**src/psu_pkg.sv**
```systemverilog
`default_nettype none
// ----------------------------------------------------------------------------
// psu_pkg: shared types and constants of the PNG scanline unfilter
// Filter codes, configuration register indexes and the queue entry that
// passes from the classifying front end to the reconstruction back end.
// ----------------------------------------------------------------------------
package psu_pkg;

  // Default line length limit in pixels
  localparam int unsigned MAX_ROW_PIXELS_DEF = 4096;

  // Configuration port layout
  localparam int unsigned CFG_IDX_W  = 8;
  localparam int unsigned CFG_DATA_W = 16;
  localparam int unsigned ROW_WIDTH_W = 13;

  localparam logic [CFG_IDX_W-1:0] CFG_ROW_WIDTH = CFG_IDX_W'(0);
  localparam logic [CFG_IDX_W-1:0] CFG_HAS_ALPHA = CFG_IDX_W'(1);

  // Alpha sample of an RGB pixel
  localparam logic [7:0] ALPHA_OPAQUE = 8'd255;

  // Byte lanes of the last component of a pixel
  localparam logic [1:0] LANE_LAST_RGB  = 2'd2;
  localparam logic [1:0] LANE_LAST_RGBA = 2'd3;

  // Scanline filter types
  typedef enum logic [2:0] {
    FILT_NONE  = 3'd0,
    FILT_SUB   = 3'd1,
    FILT_UP    = 3'd2,
    FILT_AVG   = 3'd3,
    FILT_PAETH = 3'd4
  } psu_filter_e;

  // Highest valid filter type as a byte
  localparam logic [7:0] FILT_MAX_BYTE = 8'd4;

  // What the back end does with a queue entry
  typedef enum logic [1:0] {
    KIND_CLEAR  = 2'd0,  // filter byte: clear left and above-left history
    KIND_SAMPLE = 2'd1,  // filtered sample to reconstruct
    KIND_ERROR  = 2'd2   // unknown filter type: emit error beat
  } psu_kind_e;

  // Classified item, column address travels beside it
  typedef struct packed {
    psu_kind_e   kind;
    logic [7:0]  data;       // filtered sample
    logic [1:0]  lane;       // component index within the pixel
    logic        last;       // last byte of the row
    logic        emit;       // completes a pixel
    logic        rgba;       // four bytes per pixel
    logic        first_row;  // no row above
    psu_filter_e filter;
  } psu_entry_t;

endpackage : psu_pkg
`default_nettype wire

```
**src/psu_queue.sv**
```systemverilog
`default_nettype none
// ----------------------------------------------------------------------------
// psu_queue: two-entry queue between front and back end
// Holds classified entries with their line store column.
// ----------------------------------------------------------------------------
module psu_queue
  import psu_pkg::*;
#(
  parameter int unsigned COL_W = 14
) (
  input  wire logic             clk_i,
  input  wire logic             rst_ni,
  input  wire logic             push_i,
  input  wire psu_entry_t       push_entry_i,
  input  wire logic [COL_W-1:0] push_col_i,
  output logic                  full_o,
  input  wire logic             pop_i,
  output logic                  empty_o,
  output psu_entry_t            head_entry_o,
  output logic      [COL_W-1:0] head_col_o
);

  psu_entry_t       entry_q [2];
  logic [COL_W-1:0] col_q   [2];
  logic             wr_ptr_q, wr_ptr_d;
  logic             rd_ptr_q, rd_ptr_d;
  logic [1:0]       count_q, count_d;

  assign full_o       = (count_q == 2'd2);
  assign empty_o      = (count_q == 2'd0);
  assign head_entry_o = entry_q[rd_ptr_q];
  assign head_col_o   = col_q[rd_ptr_q];

  // Advance pointers and count
  always_comb begin
    wr_ptr_d = push_i ? ~wr_ptr_q : wr_ptr_q;
    rd_ptr_d = pop_i ? ~rd_ptr_q : rd_ptr_q;
    count_d  = count_q + 2'(push_i) - 2'(pop_i);
  end

  always_ff @(posedge clk_i or negedge rst_ni) begin
    if (!rst_ni) begin
      wr_ptr_q <= 1'b0;
      rd_ptr_q <= 1'b0;
      count_q  <= 2'd0;
    end else begin
      wr_ptr_q <= wr_ptr_d;
      rd_ptr_q <= rd_ptr_d;
      count_q  <= count_d;
    end
  end

  // Store payload
  always_ff @(posedge clk_i) begin
    if (push_i) begin
      entry_q[wr_ptr_q] <= push_entry_i;
      col_q[wr_ptr_q]   <= push_col_i;
    end
  end

endmodule : psu_queue
`default_nettype wire

```
**config.mk**
```make
export PLATFORM = sky130hd
export DESIGN_NAME = psu_queue
export DESIGN_NICKNAME = d
export VERILOG_FILES = /design/src/psu_pkg.sv /design/src/psu_queue.sv
export SDC_FILE = /design/constraint.sdc
export NUM_CORES = 1
export LEC_CHECK = 0
export ABC_CLOCK_PERIOD_IN_PS = 2800
export BUFFER_PORTS_ARGS = -buffer_cell sky130_fd_sc_hd__buf_2
export CORE_ASPECT_RATIO = 1.1
export CORE_MARGIN = 1
export CORE_UTILIZATION = 52
export CTS_BUF_LIST = sky130_fd_sc_hd__clkbuf_4 sky130_fd_sc_hd__clkbuf_8 sky130_fd_sc_hd__clkbuf_16
export CTS_CLUSTER_DIAMETER = 150
export CTS_CLUSTER_SIZE = 8
export DETAILED_ROUTE_END_ITERATION = 7
export GPL_TIMING_DRIVEN = 0
export PLACE_DENSITY_LB_ADDON = 0.3
export SLEW_MARGIN = 40
export SYNTH_ARGS = -nofsm -noshare
export SYNTH_HDL_FRONTEND = slang
export SYNTH_SLANG_ARGS = --single-unit
```
**constraint.sdc**
```tcl
create_clock -name clk_i -period 2.8 [get_ports clk_i]
set_input_delay 0.42 -clock clk_i [delete_from_list [all_inputs] [get_ports clk_i]]
set_output_delay 0.42 -clock clk_i [all_outputs]
set_load 0.03 [all_outputs]
```
==> out/results.ini, run 1 <==
[synth]
synth_nets = 157
avgSynthCellArea_um2 = 23.1
synth_top_area_cell = edfxtp_1
ys_seq_area_share_pct = 76.3
synth_cell_types = 13
ys_ff_latch = 70
syn_area_um2 = 2730
synth_top_area_share_pct = 72.6
synthCells = 118
ys_warn_count = 0
synth.area.top_cells = edfxtp_1 73%, mux2_4 16%, dfrtp_1 3.7%

[setup_path]
r2r-end = entry_q[0][9]$_DFFE_PP_
cp-end-kind = primary output
r2r_start = wr_ptr_q$_DFFE_PN0P_
crit_type = register to primary output
regToRegSetupSlack_ps = 1350
start_kind = register
crit_fanout = 10
r2r_cells = 3
critPathArrivalTime_ps = 1470
required_ps = 2380
cp-startpoint = rd_ptr_q$_DFFE_PN0P_

[worst_hold_path]
min-delay-start = push_entry_i[1]
hold_path.class = primary input to register
whs_endpoint = entry_q[1][1]$_DFFE_PP_
whs_path_depth = 1

[detailed_routing]
drt_iter0_drc = 55
via_per_inst = 5.01
wl_per_cell_um = 15.6
drcViolationCount = 4
postRouteAntennaNets = 0
vias = 1327
drt_first_pass_iters = 6
wl_mm = 4.14

[power]
p_int_mw = 2.45
peakVddDrop_uv = 758
p_sw_share_pct = 34.0
pwr-share-comb_pct = 40.7
clockPowerShare_pct = 19.8
p_switching_mw = 1.26
p_per_area_nw_per_um2 = 1100
seqPwrFrac_pct = 39.4
p_leak_nw = 1.42

[timing]
holdWs_ps = 272
rsz0062_at_grt = false
worst_slew_pin_slew_ps = 471
slew_headroom_pct = 68.6
max_freq_ghz = 0.529
skew_ps = 9.70
tns_ps = 0
post-route-period-util_pct = 67.5
finalMaxSlewViolations = 0
finalSetupViolCount = 0
hold_viol = 0
min_period_ps = 1890

[clock_tree]
clock_sinks = 70
clk_pin_slew_ps = 70
tritoncts = done
cts_buffers = 9
cts_buffer_depth = 2
clk_latency_ps = 330
htreeDepth = 3
cts_resized = 0
cts_root_buf = clkbuf_8

[place]
port_buffers = 71
detailed_place_hpwl_mm = 2.83
place_congestion = 0.610
place_inst = 249

[die]
start_util_pct = 54.2
boundaryPins = 72
core.rowCount = 27
die_h_um = 78.0
coreArea_um2 = 5030
die-area_um2 = 5540
fp.dieW_um = 71.1

[final_layout]
syn_to_final_growth_pct = 24.0
fin_nets = 242
layout.cells.non_filler = 265
diodes = 0
fillers = 342
drive_gt1_share_pct = 60.9

[grt]
grt_max_degree = 34
grt_pass1_wl_mm = 6.62
grt_usage_pct = 16.8
antenna_found_initial = 0
grt_pass1_vias = 1446
overflow = 0

[outcome]
failed_checks = DRC
outcome = finished with violations

[run]
maxCapViolations = 0

power by group through the flow:
stage / combinational [mW] / sequential [mW] / clock (mW)
floorplan: 1.18 / 1.47 / 0
global placement: 1.46 / 1.48 / 0
detailed placement: 1.53 / 1.49 / 0
CTS: 1.53 / 1.47 / 0.755
global route: 1.60 / 1.48 / 0.789
finish: 1.51 / 1.46 / 0.736
layout make-up:
type / count / area (um^2) / area share (%)
clock buffer: 9 / 124 / 3.66
multi-input combinational: 42 / 579 / 17.1
sequential: 70 / 2080 / 61.5
tap: 58 / 72.6 / 2.14
timing repair buffer: 74 / 395 / 11.7
buffer: 4 / 71.3 / 2.11
clock inverter: 6 / 53.8 / 1.59
inverter: 2 / 7.51 / 0.222
sequential cells by signal, summed over array words and instances, names as in the netlist:
name / cells
col_q: 28
rd_ptr_q: 1
entry_q: 38
count_q: 2
wr_ptr_q: 1
stage by stage:
step	utilization [%]	setup slack (ps)	area (um^2)	power, mW
floorplan	-	463	2730	2.65
global placement	62.7	-302	3160	2.94
detailed placement	63.5	1130	3200	3.02
CTS	67.2	892	3380	3.76
global route	67.3	856	3390	3.87
finish	67.3	911	3390	3.71
worst max path at each step:
stage,end,cells past startpoint
floorplan,col_q[0][0]$_DFFE_PP_,1
finish,head_entry_o[9],4
global route,head_col_o[5],4
global placement,col_q[0][10]$_DFFE_PP_,2
CTS,head_col_o[4],4
detailed placement,col_q[1][10]$_DFFE_PP_,2
worst max-delay path, cell delays in order, from the launching register on:
cell     delay [ps]
dfrtp_1         370
buf_6           150
buf_12          150
mux2_4          300
buf_2           180
metal layers:
metal  vias to the layer above  share of wire (%)  global-route usage (%)
met1                       635                 37                    17.2
met4                         0                3.1                    12.4
li1                        625                  -                       -
met5                         -                  0                       0
met2                        53                 55                    28.7
met3                        14                5.8                    4.94
cell usage after synthesis:
| cell | n |
|---|---|
| edfxtp_1 | 66 |
| mux2_4 | 29 |
| dfrtp_1 | 4 |
| nor2b_1 | 2 |
| buf_6 | 1 |
| xor2_1 | 2 |
| nor2_1 | 1 |
| and2_1 | 1 |
| buf_12 | 3 |
| xor3_1 | 1 |
| ha_1 | 2 |
| inv_1 | 2 |
| mux2_2 | 4 |
cells in the final DEF, fill, tap and decap left out, types with 2 or more instances in the layout:
master and count:
buf_12 3, buf_2 71, buf_8 2, clkbuf_8 9, clkinv_2 4, dfrtp_1 4, edfxtp_1 66, ha_1 2
inv_1 2, mux2_2 4, mux2_4 29, xor2_1 2
cells by family (layout without fill, tap and decap cells):
family | after synthesis | count (layout) | synth area share (%)
adders and majority gates | 2 | 2 | 0.916
buffers and inverters | 6 | 95 | 2.89
muxes | 33 | 33 | 17.6
DFF | 70 | 70 | 76.3
and+or+nand+nor | 4 | 4 | 0.825
xor gates and xnor gates | 3 | 3 | 1.51
what timing repair did:
action,4_1_cts,5_1_grt
hold endpoints to repair,4,0
buffers inserted,0,0
hold buffers,1,0
Power figures use the tool's default switching activity.
==> run 2: changes to the inputs <==
--- a/config.mk
+++ b/config.mk
@@ -5,7 +5,7 @@
 export SDC_FILE = /design/constraint.sdc
 export NUM_CORES = 1
 export LEC_CHECK = 0
-export ABC_CLOCK_PERIOD_IN_PS = 2800
+export ABC_CLOCK_PERIOD_IN_PS = 1750
 export BUFFER_PORTS_ARGS = -buffer_cell sky130_fd_sc_hd__buf_2
 export CORE_ASPECT_RATIO = 1.1
 export CORE_MARGIN = 1
==> constraint.sdc (replaced) <==
create_clock -name clk_i -period 1.75 [get_ports clk_i]
set_input_delay 0.2625 -clock clk_i [delete_from_list [all_inputs] [get_ports clk_i]]
set_output_delay 0.2625 -clock clk_i [all_outputs]
set_load 0.03 [all_outputs]
==> run 2 against run 1 <==
The run still ends with DRC left; sequential power is 61% higher; non-clock buffer count is 2 higher; register-to-register slack lost 1100 ps; critical endpoint is now head_col_o[3]; largest cell class unchanged; largest power group unchanged; highest routed layer unchanged.
==> out/results.ini, run 2 (synthesis results as in run 1) <==
[detailed_routing]
drt_iter0_drc = 72
postRouteAntennaNets = 0
drcViolationCount = 6
wl_mm = 4.29
via_per_inst = 4.95
wl_per_cell_um = 16.0
vias = 1326
drt_first_pass_iters = 6

[clock_tree]
clk_pin_slew_ps = 70
cts_buffer_depth = 2
cts_root_buf = clkbuf_8
clk_latency_ps = 330
htreeDepth = 3
cts_buffers = 9
tritoncts = done
clock_sinks = 70

[final_layout]
reg_top3 = entry_q (38), col_q (28), count_q (2)
design_area_um2 = 3620
syn_to_final_growth_pct = 32.7
max_flop_register = entry_q
layout_common_cells = 66 x edfxtp_1, 39 x buf_2, 33 x buf_6, 29 x mux2_4, 9 x clkbuf_8
layout_commonest_cell = edfxtp_1
drive_gt1_share_pct = 61.0
layout.cells.non_filler = 268
largest_reg_flops = 38
diodes = 0
fin_nets = 244

[grt]
grt_pass1_vias = 1428
grt_usage_pct = 17.3
overflow = 0
grt_max_degree = 34
antenna_found_initial = 0
grt_pass1_wl_mm = 6.79

[timing]
holdWs_ps = 120
min_period_ps = 1730
post-route-period-util_pct = 98.8
hold_viol = 0
finalMaxSlewViolations = 0
tns_ps = 0
max_freq_ghz = 0.579
skew_ps = 6.79
finalSetupViolCount = 0
setup_slack_ps = 21.6
rsz0062_at_grt = true
worst_slew_pin_slew_ps = 786
slew_headroom_pct = 47.6

[die]
die_h_um = 78.0
fp.dieW_um = 71.1
coreArea_um2 = 5030
boundaryPins = 72
die-area_um2 = 5540
core.rowCount = 27
start_util_pct = 54.2

[setup_path]
path_delay_family = buffers and inverters
start_kind = register
critPathArrivalTime_ps = 1470
crit_fanout = 10
cp-end-kind = primary output
crit_type = register to primary output
crit_top_cell = buf_6
cp_cell_sequence = buf_6, buf_12, mux2_4, buf_6
cp_slowest_cell = dfrtp_1
cp_num_buf_inv = 3
r2r_start = wr_ptr_q$_DFFE_PN0P_
worst_path_largest_cell_delay_ps = 390
required_ps = 1490
r2r_cells = 1
r2r-end = entry_q[1][17]$_DFFE_PP_
regToRegSetupSlack_ps = 260

[worst_hold_path]
whs_path_depth = 1
hold_path.class = primary input to register
whs_endpoint = entry_q[0][9]$_DFFE_PP_
min-delay-start = push_entry_i[9]

[place]
dpl_cell_area_um2 = 3200
detailed_place_hpwl_mm = 2.92
port_buffers = 71
place_inst = 249
preCtsSetupSlack_ps = 223
place_congestion = 0.655

[outcome]
failed_checks = DRC
outcome = finished with violations

[power]
p_leak_nw = 1.50
peakVddDrop_uv = 1130
p_per_area_nw_per_um2 = 1790

[run]
maxCapViolations = 0

-- run 2: cell types whose count changed in the layout (fill, tap and decap cells not counted), sizes merged --
cell      previous run  this run
buf                 77        79
clkbuf               9        11
clkinv               5         3
clkinvlp             0         1
-- run 2: layer usage --
metal	vias to the layer above	wire (um)	track usage (%)	part of all wire, %
met5	-	0	0	0
met4	0	112	11.6	2.6
met3	11	202	4.81	4.7
met2	46	2280	29.1	53
met1	635	1700	18.8	39
li1	634	-	-	-
-- run 2: timing repair --
action / 4_1_cts / 5_1_grt
buffers inserted: 2 / 0
endpoints found under the hold margin: 4 / 0
setup endpoints to repair: 29 / 32
resized for setup: 58 / 9
hold buffers: 1 / 0
-- run 2: worst max path at each step --
stage	start	cells after the start	end
floorplan	wr_ptr_q$_DFFE_PN0P_	1	col_q[0][0]$_DFFE_PP_
global placement	push_i	2	col_q[0][10]$_DFFE_PP_
detailed placement	wr_ptr_q$_DFFE_PN0P_	1	entry_q[1][13]$_DFFE_PP_
CTS	rd_ptr_q$_DFFE_PN0P_	4	head_col_o[2]
global route	rd_ptr_q$_DFFE_PN0P_	4	head_col_o[2]
finish	rd_ptr_q$_DFFE_PN0P_	4	head_col_o[3]
-- run 2: power breakdown --
group,leakage [nW],internal [mW],switching [mW],total [mW]
logic,0.734,1.47,1.46,2.93
clock network,0.0952,0.678,0.537,1.21
registers,0.666,2.23,0.113,2.35
total,1.50,4.38,2.11,6.49
-- run 2: cell type report --
class                   count  area (um^2)
multi-input cells          42          578
flip-flops and latches     70         2080
fillers                   301         1410
well taps                  58         72.6
plain buffers               4         71.3
repair buffers             76          623
clock buffers              11          139
clock inverters             5         50.0
inverters                   2         7.51
-- run 2: stage by stage --
stage          total power, mW  utilization (%)
2_1_floorplan             4.24                -
6_report                  6.49             72.0
5_1_grt                   6.76             72.0
3_5_place_dp              4.83             63.5
4_1_cts                   6.52             71.6
3_3_place_gp              4.70             62.8
