`config.mk`:
```
export PLATFORM = sky130hd
export DESIGN_NAME = psu_front
export DESIGN_NICKNAME = d
export VERILOG_FILES = /design/src/psu_pkg.sv /design/src/psu_front.sv
export SDC_FILE = /design/constraint.sdc
export NUM_CORES = 1
export LEC_CHECK = 0
export BUFFER_PORTS_ARGS = -buffer_cell sky130_fd_sc_hd__buf_2
export CAP_MARGIN = 20
export CORE_ASPECT_RATIO = 1.2
export CORE_MARGIN = 1.5
export CORE_UTILIZATION = 55
export CTS_CLUSTER_SIZE = 28
export DETAILED_ROUTE_END_ITERATION = 10
export PLACE_DENSITY = 0.85
export SLEW_MARGIN = 40
export SYNTH_ARGS = -nofsm -noshare
export SYNTH_HDL_FRONTEND = slang
export SYNTH_SLANG_ARGS = --single-unit
```
`constraint.sdc`:
```
create_clock -name clk_i -period 6.7 [get_ports clk_i]
set_input_delay 0 -clock clk_i [delete_from_list [all_inputs] [get_ports clk_i]]
set_output_delay 0 -clock clk_i [all_outputs]
set_load 0.1 [all_outputs]
```
`src/psu_pkg.sv`:
```
`default_nettype none
// ----------------------------------------------------------------------------
// psu_pkg: shared types and constants of the PNG scanline unfilter
// Filter codes, configuration register indexes and the queue entry that
// passes from the classifying front end to the reconstruction back end.
// ----------------------------------------------------------------------------
package psu_pkg;

  // Default line length limit in pixels
  localparam int unsigned MAX_ROW_PIXELS_DEF = 4096;

  // Configuration port layout
  localparam int unsigned CFG_IDX_W  = 8;
  localparam int unsigned CFG_DATA_W = 16;
  localparam int unsigned ROW_WIDTH_W = 13;

  localparam logic [CFG_IDX_W-1:0] CFG_ROW_WIDTH = CFG_IDX_W'(0);
  localparam logic [CFG_IDX_W-1:0] CFG_HAS_ALPHA = CFG_IDX_W'(1);

  // Alpha sample of an RGB pixel
  localparam logic [7:0] ALPHA_OPAQUE = 8'd255;

  // Byte lanes of the last component of a pixel
  localparam logic [1:0] LANE_LAST_RGB  = 2'd2;
  localparam logic [1:0] LANE_LAST_RGBA = 2'd3;

  // Scanline filter types
  typedef enum logic [2:0] {
    FILT_NONE  = 3'd0,
    FILT_SUB   = 3'd1,
    FILT_UP    = 3'd2,
    FILT_AVG   = 3'd3,
    FILT_PAETH = 3'd4
  } psu_filter_e;

  // Highest valid filter type as a byte
  localparam logic [7:0] FILT_MAX_BYTE = 8'd4;

  // What the back end does with a queue entry
  typedef enum logic [1:0] {
    KIND_CLEAR  = 2'd0,  // filter byte: clear left and above-left history
    KIND_SAMPLE = 2'd1,  // filtered sample to reconstruct
    KIND_ERROR  = 2'd2   // unknown filter type: emit error beat
  } psu_kind_e;

  // Classified item, column address travels beside it
  typedef struct packed {
    psu_kind_e   kind;
    logic [7:0]  data;       // filtered sample
    logic [1:0]  lane;       // component index within the pixel
    logic        last;       // last byte of the row
    logic        emit;       // completes a pixel
    logic        rgba;       // four bytes per pixel
    logic        first_row;  // no row above
    psu_filter_e filter;
  } psu_entry_t;

endpackage : psu_pkg
`default_nettype wire

```
`src/psu_front.sv`:
```
`default_nettype none
// ----------------------------------------------------------------------------
// psu_front: byte classifier of the PNG scanline unfilter
// Holds configuration and row position, splits the stream into filter
// bytes and samples and pushes one entry per kept byte into the queue.
// ----------------------------------------------------------------------------
module psu_front
  import psu_pkg::*;
#(
  parameter int unsigned MAX_ROW_PIXELS = MAX_ROW_PIXELS_DEF,
  localparam int unsigned COL_W = $clog2(MAX_ROW_PIXELS * 4),
  localparam int unsigned RB_W  = $clog2(MAX_ROW_PIXELS * 4 + 1),
  localparam int unsigned PIX_W = $clog2(MAX_ROW_PIXELS + 1)
) (
  input  wire logic                  clk_i,
  input  wire logic                  rst_ni,
  // configuration
  input  wire logic                  cfg_valid_i,
  output logic                       cfg_ready_o,
  input  wire logic [CFG_IDX_W-1:0]  cfg_index_i,
  input  wire logic [CFG_DATA_W-1:0] cfg_data_i,
  // input stream
  input  wire logic                  in_valid_i,
  output logic                       in_ready_o,
  input  wire logic [7:0]            in_byte_i,
  input  wire logic                  in_soi_i,
  // queue side
  input  wire logic                  q_full_i,
  output logic                       push_o,
  output psu_entry_t                 push_entry_o,
  output logic      [COL_W-1:0]      push_col_o
);

  logic [ROW_WIDTH_W-1:0] row_width_q;
  logic                   has_alpha_q;

  logic              await_q, await_d;
  logic              first_q, first_d;
  logic              err_q, err_d;
  logic [COL_W-1:0]  col_q, col_d;
  logic [1:0]        mod3_q, mod3_d;
  psu_filter_e       filt_q, filt_d;

  logic              fire;
  logic [PIX_W-1:0]  pix_w;
  logic [RB_W-1:0]   line_len;
  logic              e_await, e_first, e_err;
  logic [COL_W-1:0]  e_col;
  logic [1:0]        e_mod3;
  logic              last;
  logic [1:0]        lane, lane_last;

  assign cfg_ready_o = 1'b1;
  assign in_ready_o  = ~q_full_i;
  assign fire        = in_valid_i & in_ready_o;

  // Configuration registers
  always_ff @(posedge clk_i or negedge rst_ni) begin
    if (!rst_ni) begin
      row_width_q <= ROW_WIDTH_W'(1);
      has_alpha_q <= 1'b0;
    end else if (cfg_valid_i) begin
      if (cfg_index_i == CFG_ROW_WIDTH) begin
        row_width_q <= cfg_data_i[ROW_WIDTH_W-1:0];
      end else if (cfg_index_i == CFG_HAS_ALPHA) begin
        has_alpha_q <= cfg_data_i[0];
      end
    end
  end

  // Clamp row width and scale to bytes
  always_comb begin
    priority if (row_width_q == '0) begin
      pix_w = PIX_W'(1);
    end else if (32'(row_width_q) > 32'(MAX_ROW_PIXELS)) begin
      pix_w = PIX_W'(MAX_ROW_PIXELS);
    end else begin
      pix_w = PIX_W'(row_width_q);
    end
    if (has_alpha_q) begin
      line_len = RB_W'(pix_w) << 2;
    end else begin
      line_len = (RB_W'(pix_w) << 1) + RB_W'(pix_w);
    end
  end

  // Classify one byte
  always_comb begin
    e_await = await_q;
    e_first = first_q;
    e_err   = err_q;
    e_col   = col_q;
    e_mod3  = mod3_q;
    // start of image restarts the row state
    if (in_soi_i) begin
      e_await = 1'b1;
      e_first = 1'b1;
      e_err   = 1'b0;
      e_col   = '0;
      e_mod3  = 2'd0;
    end

    lane_last = has_alpha_q ? LANE_LAST_RGBA : LANE_LAST_RGB;
    last      = ((RB_W'(e_col) + RB_W'(1)) >= line_len);
    if (last) begin
      lane = lane_last;
    end else if (has_alpha_q) begin
      lane = e_col[1:0];
    end else begin
      lane = e_mod3;
    end

    push_entry_o.kind      = KIND_SAMPLE;
    push_entry_o.data      = in_byte_i;
    push_entry_o.lane      = lane;
    push_entry_o.last      = last;
    push_entry_o.emit      = (lane == lane_last);
    push_entry_o.rgba      = has_alpha_q;
    push_entry_o.first_row = e_first;
    push_entry_o.filter    = filt_q;
    push_col_o             = e_col;

    push_o  = 1'b0;
    await_d = await_q;
    first_d = first_q;
    err_d   = err_q;
    col_d   = col_q;
    mod3_d  = mod3_q;
    filt_d  = filt_q;

    if (fire) begin
      await_d = e_await;
      first_d = e_first;
      err_d   = e_err;
      col_d   = e_col;
      mod3_d  = e_mod3;
      priority if (e_err) begin
        // drop until start of image
      end else if (e_await) begin
        push_o = 1'b1;
        col_d  = '0;
        mod3_d = 2'd0;
        if (in_byte_i > FILT_MAX_BYTE) begin
          push_entry_o.kind = KIND_ERROR;
          err_d             = 1'b1;
        end else begin
          push_entry_o.kind = KIND_CLEAR;
          filt_d            = psu_filter_e'(in_byte_i[2:0]);
          await_d           = 1'b0;
        end
      end else begin
        push_o = 1'b1;
        if (last) begin
          col_d   = '0;
          mod3_d  = 2'd0;
          await_d = 1'b1;
          first_d = 1'b0;
        end else begin
          col_d  = e_col + COL_W'(1);
          mod3_d = (e_mod3 == 2'd2) ? 2'd0 : e_mod3 + 2'd1;
        end
      end
    end
  end

  // Row state registers
  always_ff @(posedge clk_i or negedge rst_ni) begin
    if (!rst_ni) begin
      await_q <= 1'b1;
      first_q <= 1'b1;
      err_q   <= 1'b0;
      col_q   <= '0;
      mod3_q  <= 2'd0;
      filt_q  <= FILT_NONE;
    end else begin
      await_q <= await_d;
      first_q <= first_d;
      err_q   <= err_d;
      col_q   <= col_d;
      mod3_q  <= mod3_d;
      filt_q  <= filt_d;
    end
  end

endmodule : psu_front
`default_nettype wire

```
==> run metrics, run 1 <==
routed vias=3172; Fmax=0.160 GHz; Core ar.=0.00567 mm^2; min cycle time layout=6.24 ns; peak supply drop=0.145 mV; commonest non-fill, non-tap cells in the layout=buf_2 (68), o21ai_0 (38), dfrtp_1 (33), nand2_1 (32), nor2_1 (29); DPL Wire Length=5.47 mm; Rel. slew slack=0.505; CTS root buffer=clkbuf_8; IO buf count=69; RSZ-0062 raised after global routing=no; row count=30; Final period util=0.932; Antenna Violating Nets Remaining=0; final worst setup slack=0.458 ns; P_leak=1.90 nW; Least-Margin Pin Slew=0.742 ns; drc violations=0; Fill cells=476; Max Root-Sink Buffers=2; net count after synthesis=458; initial antenna violation count=0; Max-cap violations=0; first-pass GRT wire length=12.8 mm; EDFF count, synth=0; Post-synth top flop=dfrtp_1; Via density=5.90; Setup crit end kind=output port; vias in the first global route=2956; CTS clk-pin slew, worst paths=0.08 ns; drt pass-1 iters=5; Hold Crit Class=input pin to flip-flop; Syn Area/Cell=8.13 um^2; data required time of the critical path=6.70 ns; Critical Path AT=6.24 ns; H-tree depth=2; non-filler cells, final=538; GPL Wtd Cong=0.806; CTS sink cnt=36; Post-CTS Setup Bufs=0; Final Setup Violations=0; Crit Path Class=flip-flop to output port; drt initial violations=223; Gate Count Post-Synth=398; post-CTS sizing=0; Multi-input gate area=0.00208 mm^2; register area share after synthesis=0.280; yosys warns=0; DIE HEIGHT=87.0 um; pwr dens=168 mW/mm^2; most common cell after layout, fill and taps aside=buf_2; Synth Cell Area=0.00323 mm^2; largest net degree at the start of global routing=37; Fin Hold WS=0.0566 ns; die area=0.00635 mm^2; Worst Clk Skew=0.0126 ns; setup TNS=0 ns; critical path fanouts, max=16; Seq cells post-synth=36; Nets=517; die span in x=73.0 um; WL final=7.75 mm; Inserted Clock Buffers=5; routed len/inst=14.4 um; outcome=completed; Reg area=905 um^2; Area growth, synth to finish=17.8%; Skew-Pair Late Insertion Delay=0.30 ns; dpl ws=0.996 ns; Inserted Diodes=0; placed cells=513; CP startpoint kind=flip-flop; initial core utilization=0.571; grt ovf=0; endpoints failing hold=0; max-slew violations=0; Post-synth ARST share=1.00; Tot GR Track Use=0.253; Synth cell types=56; CTS tree=done; # IOs=74; share of layout cells above drive strength 1=0.218
-- layout make-up --
class                      instances  area share
clock buffer                       5      0.0181
clock inverter                     3      0.0112
inverter                          16      0.0158
multi-input combinational        307       0.545
sequential                        36       0.237
tap                               80      0.0263
timing repair buffer              91       0.146
-- Yosys cell counts (4+ instances only) --
| cell type | instances | share of area |
|---|---|---|
| nor2b_1 | 17 | 0.033 |
| a22o_1 | 14 | 0.038 |
| a21o_1 | 9 | 0.021 |
| and3_1 | 4 | 0.0077 |
| a22oi_1 | 4 | 0.0093 |
| clkbuf_1 | 20 | 0.023 |
| a21oi_1 | 27 | 0.042 |
| nor2_1 | 29 | 0.034 |
| o21ai_0 | 38 | 0.059 |
| xor2_1 | 12 | 0.032 |
| mux2_2 | 10 | 0.035 |
| buf_1 | 4 | 0.0046 |
| buf_4 | 12 | 0.028 |
| mux2i_1 | 4 | 0.012 |
| dfrtp_1 | 33 | 0.26 |
| inv_1 | 16 | 0.019 |
| o22ai_1 | 4 | 0.0077 |
| ha_1 | 22 | 0.085 |
| nor3_1 | 12 | 0.019 |
| xnor2_1 | 10 | 0.027 |
| nand3_1 | 8 | 0.012 |
| nand2_1 | 32 | 0.037 |
-- worst max-delay path, stage by stage (launching register included) --
cell      delay, ns
dfrtp_1        0.56
or4_1          0.62
nor4_2         0.16
nand3_1        0.15
a21oi_1        0.37
ha_1           0.44
ha_1           0.37
o21ai_0        0.16
a22oi_1        0.28
buf_4          0.21
a21oi_1        0.09
o211ai_1       0.21
a21oi_1        0.09
mux2i_1        0.15
o21bai_1       0.18
ha_1           0.21
a21o_1         0.17
a21o_1         0.17
a21oi_1        0.13
o21ai_0        0.19
a21oi_1        0.19
buf_4          0.17
a31oi_1        0.08
o22ai_1        0.14
buf_2          0.45
-- per-stage QoR --
stage | utilization | area [um^2] | total power [mW]
after detailed placement | 0.622 | 3530 | 0.439
after global placement | 0.621 | 3520 | 0.431
after CTS | 0.672 | 3810 | 0.641
final | 0.672 | 3810 | 0.639
after floorplan | - | 3230 | 0.398
after global routing | 0.672 | 3810 | 0.673
-- worst paths after layout --
| path | start | end | slack (ns) | cells after the start |
|---|---|---|---|---|
| min in group asynchronous | rst_ni | err_q | 0.20 | 2 |
| max | row_width_q[6] | push_entry_o[7] | 0.46 | 24 |
| min reg2reg | first_q | first_q | 0.49 | 2 |
| min | q_full_i | first_q | 0.06 | 4 |
| max in group asynchronous | rst_ni | row_width_q[0] | 6.13 | 2 |
| max reg2reg | row_width_q[6] | col_q[10] | 0.87 | 23 |
-- routing by layer --
metal	routed length, um	up-vias	GRT usage
li1	-	1541	-
met1	3240	1485	0.292
met2	3870	133	0.460
met3	496	13	0.0428
met4	144	0	0.0978
met5	0	-	0
-- where the power goes --
part / leakage, nW / internal (mW) / switching, mW / total (mW)
registers: 0.459 / 0.225 / 0.0214 / 0.246
logic: 1.39 / 0.0723 / 0.127 / 0.199
clock network: 0.0541 / 0.110 / 0.0830 / 0.193
total: 1.90 / 0.408 / 0.231 / 0.639
-- flip-flops by register name, indices dropped and copies added, names as in the netlist --
signal / flops
mod3_q: 2
first_q: 1
filt_q: 3
row_width_q: 13
await_q: 1
col_q: 14
has_alpha_q: 1
err_q: 1
-- cell families (layout without fill, tap and decap cells) --
family,count (synthesis),after routing,synth area share
buffers and inverters,55,115,0.0789
DFF,36,36,0.280
other,1,1,0.00116
muxes,14,14,0.0472
xor gates and xnor gates,22,22,0.0596
adders and majority gates,22,22,0.0851
AOI/OAI and AO/OA,128,128,0.267
and+or+nand+nor,120,120,0.182
-- repair_timing --
item	in CTS	in global routing
endpoints found under the hold margin	50	0
hold buffers	17	0
endpoints found under the setup margin	0	0
(Power assumes the default switching activity.)
==> inputs of run 2 (changes only) <==
Settings changed: CORE_MARGIN 1.5 to 2.
Clock period 6.7 ns to 6.3 ns, I/O delays scaled along.
==> run metrics, run 2 (synthesis results as in run 1) <==
metal2 WL=3.83 mm; most common cell after layout, fill and taps aside=buf_2; commonest non-fill, non-tap cells in the layout=buf_2 (67), o21ai_0 (38), dfrtp_1 (33), nand2_1 (32), nor2_1 (29); vias in the first global route=2836; Rel. slew slack=0.512; peak supply drop=0.151 mV; row count=30; internal power=415 uW; Antenna Violating Nets Remaining=0; Reg2Reg Depth=23; drc violations=0; Reg-to-Reg End=mod3_q[1]; Inserted Diodes=0; routed wl met3=475 um; Max Root-Sink Buffers=2; share of layout cells above drive strength 1=0.220; Post-Route Utilization=0.673; DPL Wire Length=5.44 mm; Nets=519; Largest Register=col_q; CTS root buffer=clkbuf_8; data required time of the critical path=6.30 ns; Skew-Pair Late Insertion Delay=0.30 ns; Pwr Total=658 uW; DIE HEIGHT=88.0 um; die span in x=74.0 um; largest registers=col_q: 14 flops, row_width_q: 13 flops, filt_q: 3 flops; max reg flops=14; P_leak=1.91 nW; CTS clk-pin slew, worst paths=0.07 ns; Max Used Layer=met4; Least-Margin Pin Slew=0.724 ns; routed len/inst=14.4 um; CTS sink cnt=36; Gate power share=0.325; initial core utilization=0.571; die area=0.00651 mm^2; initial antenna violation count=0; max-slew violations=0; clock share of power=0.282; Fin Hold WS=0.0527 ns; Inserted Clock Buffers=5; Area growth, synth to finish=17.9%; non-filler cells, final=539; Multi-input gate area=0.00208 mm^2; Critical Path AT=5.86 ns; endpoints failing hold=0; Fill cells=477; Core ar.=0.00567 mm^2; DRT met1 WL=3.36 mm; first-pass GRT wire length=12.8 mm; Worst Clk Skew=0.00518 ns; routed vias=3108; Max-cap violations=0; drt initial violations=197; critical path fanouts, max=12; hold_sp=q_full_i; Hold Crit Class=input pin to flip-flop; outcome=completed; min cycle time layout=5.86 ns; part of the power in registers=0.393; WL final=7.76 mm; Worst R2R Setup Slack=0.69 ns; Final Setup Violations=0; Post-CTS Setup Bufs=0; Via density=5.77; largest net degree at the start of global routing=37; H-tree depth=2; reg-to-reg startpoint=row_width_q[8]; placed cells=515; worst hold stages=4; drt pass-1 iters=4; Sw Share=0.370; CP startpoint kind=flip-flop; setup TNS=0 ns; Tot GR Track Use=0.250; Reg area=905 um^2; Hold Path End=first_q; Fmax=0.171 GHz; net load switching power=244 uW; CTS tree=done; Final period util=0.930; Setup crit end kind=output port; grt ovf=0; Crit Path Class=flip-flop to output port; GPL Wtd Cong=0.828; RSZ-0062 raised after global routing=no; IO buf count=69; # IOs=74; pwr dens=173 mW/mm^2
[run 2: through the flow]
stage	setup WS (ns)	area (um^2)
5_1_grt	0.0900	3810
6_report	0.440	3810
2_1_floorplan	0.108	3230
3_3_place_gp	0.890	3540
3_5_place_dp	0.774	3540
4_1_cts	0.433	3810
[run 2: power groups by stage]
stage | registers, mW | clock network [mW] | logic [mW]
floorplan | 0.260 | 0 | 0.164
global placement | 0.262 | 0 | 0.198
detailed placement | 0.263 | 0 | 0.205
CTS | 0.258 | 0.186 | 0.213
global route | 0.260 | 0.200 | 0.236
finish | 0.259 | 0.186 | 0.214
[run 2: worst max path at each step]
stage                    from  cells past startpoint              end  slack [ns]
3_3_place_gp   row_width_q[8]                     23  push_entry_o[7]        0.89
3_5_place_dp   row_width_q[8]                     23  push_entry_o[7]        0.77
5_1_grt        row_width_q[8]                     23  push_entry_o[7]        0.09
2_1_floorplan        in_soi_i                     18  push_entry_o[7]        0.11
4_1_cts        row_width_q[8]                     23  push_entry_o[7]        0.43
6_report       row_width_q[8]                     23  push_entry_o[7]        0.44
[run 2: cell type report]
cell class | instances | share of cell area
clock buffers | 7 | 0.0253
inverters | 16 | 0.0158
multi-input cells | 307 | 0.545
flip-flops and latches | 36 | 0.237
well taps | 80 | 0.0263
repair buffers | 93 | 0.150
[run 2: worst max-delay path: stages (launching register included)]
cell and delay (ns):
dfrtp_1 0.51, or4_1 0.57, nor4_2 0.15, nand3_1 0.14, a21oi_1 0.35, ha_1 0.43, ha_1 0.36, o21ai_0 0.11
a22oi_1 0.24, buf_4 0.20, a21oi_1 0.08, o211ai_1 0.20, a21oi_1 0.09, mux2i_1 0.16, o21bai_1 0.17, ha_1 0.21
a21o_1 0.17, a21o_1 0.17, a21oi_1 0.15, o21ai_0 0.19, a21oi_1 0.28, a31oi_1 0.12, o22ai_1 0.14, clkbuf_4 0.35
[run 2: routing by layer]
layer | vias to the layer above | global-route usage
li1 | 1549 | -
met1 | 1447 | 0.306
met2 | 105 | 0.451
met4 | 0 | 0.0579
met5 | - | 0
met3 | 7 | 0.0437
[run 2: timing repair]
item | in CTS | in global routing
endpoints found under the hold margin | 50 | 0
endpoints found under the setup margin | 0 | 1
resized for setup | 0 | 1
hold buffers | 17 | 0
